### src/sv/srtlen_pkg.sv
// shared types and constants for the length sorter
// item structs for the request and response channels, sequencer states
// no dependencies
`default_nettype none

package srtlen_pkg;

   localparam int DEF_MAX_RECORDS = 64;
   localparam int DEF_KEY_BITS    = 16;
   localparam int LEN_W           = 16;
   localparam int IDX_W           = 6;

   typedef struct packed {
      logic [LEN_W-1:0] word_length;
      logic             last_item;
   } req_type;

   typedef struct packed {
      logic [LEN_W-1:0] sorted_length;
      logic [IDX_W-1:0] record_index;
      logic             last_result;
      logic             overflow;
   } rsp_type;

   typedef enum logic [2:0] {
      ST_IDLE,
      ST_SHIFT,
      ST_PLACE,
      ST_EMIT_RD,
      ST_EMIT_WAIT
   } state_type;

endpackage

`default_nettype wire

### src/sv/srtlen_outreg.sv
// one-entry output register for the response channel
// takes an item when ready is high and holds it until downstream stops stalling
// depends on srtlen_pkg
`default_nettype none

module srtlen_outreg (
   input  wire logic                clock,
   input  wire logic                reset,
   input  wire logic                load,
   input  wire srtlen_pkg::rsp_type load_data,
   output logic                     ready,
   output logic                     rsp_valid,
   input  wire logic                rsp_stall,
   output srtlen_pkg::rsp_type      rsp_data
);
   import srtlen_pkg::*;

   logic    valid_ff;
   logic    valid_in;
   rsp_type data_ff;

   // free when empty or when the held item leaves this cycle
   assign ready     = !valid_ff || !rsp_stall;
   assign valid_in  = (ready) ? load : valid_ff;
   assign rsp_valid = valid_ff;
   assign rsp_data  = data_ff;

   always_ff @(posedge clock) begin
      if (reset) begin
         valid_ff <= 1'b0;
      end else begin
         valid_ff <= valid_in;
      end
   end

   always_ff @(posedge clock) begin
      if (ready && load) begin
         data_ff <= load_data;
      end
   end

endmodule

`default_nettype wire

### src/sv/sort_records_by_length_unit.sv
// stable ascending sort of a set of records by length, with arrival index
// insertion sort over one sorted key/index memory, then readout in order
// depends on srtlen_pkg, srtlen_outreg
//
//   port group  | dir | handshake           | payload
//   req_*       | in  | req_valid/req_stall | req_type: word_length, last_item
//   rsp_*       | out | rsp_valid/rsp_stall | rsp_type: sorted_length, record_index,
//               |     |                     |           last_result, overflow
//
// an item is taken only in the idle state; insertion walks down the sorted memory
// one entry per cycle, moving each entry with a larger key up by one;
// a dropped item goes straight back to idle, or to readout if it was the last
// after the last item each result is read from memory, then loaded into the output
// register; readout waits while rsp_stall holds the output register
// synchronous reset empties the set; memory contents are not cleared
`default_nettype none

module sort_records_by_length_unit #(
   parameter int MAX_RECORDS = srtlen_pkg::DEF_MAX_RECORDS,
   parameter int KEY_BITS    = srtlen_pkg::DEF_KEY_BITS
) (
   input  wire logic                clock,
   input  wire logic                reset,
   input  wire logic                req_valid,
   output logic                     req_stall,
   input  wire srtlen_pkg::req_type req_data,
   output logic                     rsp_valid,
   input  wire logic                rsp_stall,
   output srtlen_pkg::rsp_type      rsp_data
);
   import srtlen_pkg::*;

   localparam int ADDR_W = (MAX_RECORDS > 1) ? $clog2(MAX_RECORDS) : 1;
   localparam int CNT_W  = $clog2(MAX_RECORDS + 1);
   localparam int ENT_W  = KEY_BITS + ADDR_W;

   // sorted store: key in the upper bits, arrival index in the lower bits
   logic [ENT_W-1:0] mem [MAX_RECORDS];
   logic [ENT_W-1:0] rd_data_ff;
   logic [ADDR_W-1:0] rd_addr;
   logic              wr_en;
   logic [ADDR_W-1:0] wr_addr;
   logic [ENT_W-1:0]  wr_data;

   state_type         state_ff, state_in;
   logic [CNT_W-1:0]  fill_ff, fill_in;
   logic              ovf_ff, ovf_in;
   logic              last_ff, last_in;
   logic [ADDR_W-1:0] pos_ff, pos_in;
   logic [KEY_BITS-1:0] key_ff, key_in;
   logic [ADDR_W-1:0] idx_ff, idx_in;
   logic [ADDR_W-1:0] emit_ff, emit_in;

   logic                accept;
   logic [KEY_BITS-1:0] req_key;
   logic                has_room;
   logic [KEY_BITS-1:0] rd_key;
   logic [ADDR_W-1:0]   rd_idx;
   logic                bigger;
   logic                emit_last;
   logic                out_ready;
   logic                out_load;
   rsp_type             out_data;

   assign req_stall = (state_ff != ST_IDLE);
   assign accept    = req_valid && !req_stall;
   assign req_key   = KEY_BITS'(req_data.word_length);
   assign has_room  = (fill_ff < CNT_W'(MAX_RECORDS));
   assign rd_key    = rd_data_ff[ENT_W-1 -: KEY_BITS];
   assign rd_idx    = rd_data_ff[ADDR_W-1:0];
   assign bigger    = (rd_key > key_ff);
   assign emit_last = ((CNT_W'(emit_ff) + CNT_W'(1)) == fill_ff);

   // next state
   always_comb begin
      state_in = state_ff;
      unique case (state_ff)
         ST_IDLE: begin
            if (accept) begin
               if (!has_room) begin
                  state_in = (req_data.last_item) ? ST_EMIT_RD : ST_IDLE;
               end else if (fill_ff == '0) begin
                  state_in = ST_PLACE;
               end else begin
                  state_in = ST_SHIFT;
               end
            end
         end
         ST_SHIFT: begin
            if (!bigger) begin
               state_in = (last_ff) ? ST_EMIT_RD : ST_IDLE;
            end else if (pos_ff == ADDR_W'(1)) begin
               state_in = ST_PLACE;
            end
         end
         ST_PLACE: begin
            state_in = (last_ff) ? ST_EMIT_RD : ST_IDLE;
         end
         ST_EMIT_RD: begin
            state_in = ST_EMIT_WAIT;
         end
         ST_EMIT_WAIT: begin
            if (out_ready) begin
               state_in = (emit_last) ? ST_IDLE : ST_EMIT_RD;
            end
         end
         default: state_in = ST_IDLE;
      endcase
   end

   // datapath control
   always_comb begin
      fill_in  = fill_ff;
      ovf_in   = ovf_ff;
      last_in  = last_ff;
      pos_in   = pos_ff;
      key_in   = key_ff;
      idx_in   = idx_ff;
      emit_in  = emit_ff;
      rd_addr  = emit_ff;
      wr_en    = 1'b0;
      wr_addr  = pos_ff;
      wr_data  = {key_ff, idx_ff};
      out_load = 1'b0;
      out_data.sorted_length = LEN_W'(rd_key);
      out_data.record_index  = IDX_W'(rd_idx);
      out_data.last_result   = emit_last;
      out_data.overflow      = ovf_ff;
      unique case (state_ff)
         ST_IDLE: begin
            rd_addr = ADDR_W'(fill_ff - CNT_W'(1));
            emit_in = '0;
            if (accept) begin
               last_in = req_data.last_item;
               key_in  = req_key;
               idx_in  = ADDR_W'(fill_ff);
               pos_in  = ADDR_W'(fill_ff);
               if (!has_room) begin
                  ovf_in = 1'b1;
               end
            end
         end
         ST_SHIFT: begin
            // read two below while the entry one below moves up
            rd_addr = pos_ff - ADDR_W'(2);
            wr_en   = 1'b1;
            if (bigger) begin
               wr_data = rd_data_ff;
               pos_in  = pos_ff - ADDR_W'(1);
            end else begin
               fill_in = fill_ff + CNT_W'(1);
            end
         end
         ST_PLACE: begin
            wr_en   = 1'b1;
            fill_in = fill_ff + CNT_W'(1);
         end
         ST_EMIT_RD: begin
            rd_addr = emit_ff;
         end
         ST_EMIT_WAIT: begin
            rd_addr  = emit_ff;
            out_load = 1'b1;
            if (out_ready) begin
               if (emit_last) begin
                  fill_in = '0;
                  ovf_in  = 1'b0;
               end else begin
                  emit_in = emit_ff + ADDR_W'(1);
               end
            end
         end
         default: begin
            rd_addr = emit_ff;
         end
      endcase
   end

   always_ff @(posedge clock) begin
      if (reset) begin
         state_ff <= ST_IDLE;
         fill_ff  <= '0;
         ovf_ff   <= 1'b0;
         last_ff  <= 1'b0;
         emit_ff  <= '0;
      end else begin
         state_ff <= state_in;
         fill_ff  <= fill_in;
         ovf_ff   <= ovf_in;
         last_ff  <= last_in;
         emit_ff  <= emit_in;
      end
   end

   always_ff @(posedge clock) begin
      pos_ff <= pos_in;
      key_ff <= key_in;
      idx_ff <= idx_in;
   end

   always_ff @(posedge clock) begin
      if (wr_en) begin
         mem[wr_addr] <= wr_data;
      end
      rd_data_ff <= mem[rd_addr];
   end

   srtlen_outreg u_outreg (
      .clock     (clock),
      .reset     (reset),
      .load      (out_load),
      .load_data (out_data),
      .ready     (out_ready),
      .rsp_valid (rsp_valid),
      .rsp_stall (rsp_stall),
      .rsp_data  (rsp_data)
   );

endmodule

`default_nettype wire

### config.mk
export PLATFORM = sky130hd
export DESIGN_NAME = sort_records_by_length_unit
export DESIGN_NICKNAME = d
export VERILOG_FILES = /design/src/sv/srtlen_pkg.sv /design/src/sv/srtlen_outreg.sv /design/src/sv/sort_records_by_length_unit.sv
export SDC_FILE = /design/constraint.sdc
export NUM_CORES = 2
export LEC_CHECK = 0
export ABC_AREA = 0
export BUFFER_PORTS_ARGS = -buffer_cell sky130_fd_sc_hd__buf_2
export CORE_AREA = 2 2 372 411
export DETAILED_ROUTE_END_ITERATION = 7
export DIE_AREA = 0 0 374 413
export GPL_TIMING_DRIVEN = 0
export HOLD_SLACK_MARGIN = 0.12
export PLACE_DENSITY_LB_ADDON = 0.08
export RECOVER_POWER = 25
export SLEW_MARGIN = 20
export SYNTH_ARGS = -nofsm -noshare
export SYNTH_HDL_FRONTEND = slang
export SYNTH_SLANG_ARGS = --single-unit
### constraint.sdc
create_clock -name clock -period 13.6 [get_ports clock]
set_input_delay 2.04 -clock clock [delete_from_list [all_inputs] [get_ports clock]]
set_output_delay 2.04 -clock clock [all_outputs]
set_load 0.01 [all_outputs]
==> impl_metrics.csv <==
group,metric,value,unit
place,place_ws,8.23,ns
die,num_rows,150,
layout,nets,4322,
global_routing,grt_pass1_vias,34400,
sta,rsz0062_at_grt,"no",
sta,slew-limit-headroom,-13.4,%
sta,min_period_over_period,40.7,%
route,firstDrtPassIters,6,
yosys,yosys_warnings,0,
die,die_y,413,um
yosys,syn_area,59700,um2
yosys,async_flop_share,0,%
critical_path,path_class,"reg2reg",
global_routing,gr-usage-all-layers,23.4,%
die,fp.dieW,374,um
hold_path,worstHoldPathCells,0,
die,core_area,151000,um2
critical_path,path_cells,"clkbuf_1, inv_1, ha_1, mux2i_1, mux2i_2, nand3_1, a211oi_1, clkbuf_1, a21boi_0, nor4_1, and4_1",
die,dieArea,154000,um2
sta,hold_ws,0.438,ns
clock_tree,post_cts_resized,0,
outcome,status,"finished, violations left",
job,drv_cap,12,
global_routing,grt_pass1_wl,257000,um
yosys,syn_inst,3956,
sta,setup_violations,0,
sta,finalCriticalPeriod,5.54,ns
yosys,syn_avg_cell_area,15.1,um2
layout,drive_gt1_share,14.3,%
yosys,yosysUniqueCellTypes,72,
critical_path,r2r_cells,11,
route,initialDrtViolationCount,3154,
critical_path,worst-path-stages,11,
clock_tree,cts_tree,"yes",
clock_tree,cts_num_sinks,1501,
yosys,synth_nets,4003,
critical_path,critPathMostFrequentCell,"clkbuf_1",
hold_path,min_path_type,"reg2reg",
sta,worst_pin_slew,1.70,ns
sta,tns,0,ns
clock_tree,post_cts_buffers,0,
layout,utilization,46.3,%
sta,max_freq,0.181,GHz
route,via_per_inst,5.45,
global_routing,antenna_found_initial,16,
sta,fin_skew,0.0299,ns
layout,fillCellCount,13200,
place,gp_congestion,0.928,
critical_path,cp_slowest_cell,"mux2i_2",
place,portBuffers,46,
global_routing,gr-total-overflow,0,
route,vias,34800,
critical_path,worstPathMaxFanout,10,
die,initial_core_util,39.6,%
clock_tree,clk_pin_slew,0.06,ns
yosys,seq_area_frac_synth,74.8,%
critical_path,cp.required,14.28,ns
clock_tree,htree_levels,4,
place,hpwl,127000,um
sta,worst_slack,8.06,ns
route,route.detailed.drc,0,
sta,hold_violations,0,
outcome,violations,"capacitance limit, slew limit",
layout,final_common_cell,"edfxtp_1",
critical_path,cp.arrival,6.22,ns
critical_path,cp_top_family,"compound AO/OA/AOI/OAI gates",
clock_tree,clock_latency,0.81,ns
clock_tree,clockRootBuffer,"clkbuf_16",
critical_path,end_kind,"flip-flop",
layout,layout_common_cells,"edfxtp_1, nand2_1, nand3_1, clkbuf_1, mux2i_1",
critical_path,start_kind,"flip-flop",
sta,drv_slew,176,
clock_tree,hold_buffers,0,
critical_path,slowest_delay,0.76,ns
route,drt-total-wl,181000,um
route,wl_per_cell,28.3,um
route,ant_nets,0,
die,pin_count,47,
clock_tree,clockBufferDepth,3,
yosys,synth_flop_cell,"edfxtp_1",
global_routing,grt_max_degree,65,
yosys,synth_edf_count,1460,
critical_path,cp.buffers_inverters,3,
clock_tree,cts_inserted_buffers,160,
layout,area_growth_syn_to_layout,16.9,%
yosys,synth-seq-cells,1501,
area by class of cell:
type | instances | area, um2 | share of cell area, %
Antenna cell | 6 | 15.0 | 0.0215
Buffer | 239 | 1090 | 1.56
Clock buffer | 210 | 4290 | 6.14
Clock inverter | 78 | 763 | 1.09
Inverter | 27 | 101 | 0.145
Multi-Input combinational cell | 2189 | 14300 | 20.5
Sequential cell | 1501 | 44700 | 64.0
Tap cell | 1976 | 2470 | 3.54
Timing Repair Buffer | 157 | 2110 | 3.02
cell usage after synthesis (all sizes together), types with 2 or more instances:
| library cell | number | area (um2) |
|---|---|---|
| nand2b | 8 | 50.1 |
| edfxtp | 1460 | 43800 |
| nor2b | 4 | 25.0 |
| or3 | 7 | 43.8 |
| mux4 | 84 | 1890 |
| nor4b | 3 | 32.5 |
| mux2i | 175 | 1760 |
| nor3 | 15 | 86.3 |
| nor4 | 32 | 213 |
| a32oi | 4 | 35.0 |
| or4 | 8 | 67.6 |
| nand3b | 5 | 37.5 |
| a31oi | 4 | 25.0 |
| inv | 27 | 101 |
| dfxtp | 41 | 821 |
| nand4 | 13 | 81.3 |
| o31a | 2 | 17.5 |
| or3b | 4 | 35.0 |
| xor2 | 7 | 61.3 |
| o31ai | 5 | 51.3 |
| a22oi | 84 | 631 |
| and2 | 3 | 18.8 |
| and4 | 22 | 193 |
| mux2 | 8 | 90.1 |
| nand3 | 365 | 1830 |
| a311oi | 4 | 35.0 |
| nor3b | 4 | 30.0 |
| a21boi | 170 | 1280 |
| o21ai | 101 | 509 |
| nand2 | 782 | 2940 |
| o22ai | 20 | 125 |
| buf | 139 | 711 |
| xnor2 | 10 | 87.6 |
| a2111oi | 22 | 211 |
| clkbuf | 100 | 375 |
| a211oi | 28 | 310 |
| or2 | 3 | 18.8 |
| a21oi | 27 | 135 |
| o211ai | 3 | 22.5 |
| ha | 26 | 325 |
| a221oi | 2 | 23.8 |
| nor2 | 113 | 429 |
| o21a | 2 | 15.0 |
routing by layer:
metal / up-vias / global-route usage [%] / routed length (um)
met5: - / 0 / 0
met4: 0 / 9.77 / 7600
met3: 274 / 3.47 / 9070
met2: 970 / 37.8 / 85600
met1: 17900 / 31.8 / 78700
li1: 15700 / - / -
cell families after synthesis:
family	synth area share, %
flops	74.8
simple gates	10.3
compound gates	5.87
mux	6.26
buf+inv	1.99
fa+ha+maj	0.545
xor+xnor	0.249
registers in the layout (all words and copies together) (netlist names):
signal and count:
mem 1408, u_outreg.rsp_data 24, rd_data_ff 22, key_ff 16
fill_ff 7, emit_ff 6, idx_ff 6, pos_ff 6
state_ff 3, last_ff 1, ovf_ff 1, u_outreg.rsp_valid 1
final timing paths:
kind | end | from | slack, ns
max | rd_data_ff[10] | fill_ff[0] | 8.06
min | idx_ff[5] | fill_ff[5] | 0.44
min reg2reg | idx_ff[5] | fill_ff[5] | 0.44
max reg2reg | rd_data_ff[10] | fill_ff[0] | 8.06
stage by stage:
stage               instances  area, um2
floorplan                3956      59700
global placement         5978      62400
detailed placement       6088      65600
CTS                      6376      70600
global route             6377      69800
finish                   6383      69800
Power is left out: the tool's default activity adds up to more than one toggle a clock period on the data nets, which glitch-free logic cannot reach.
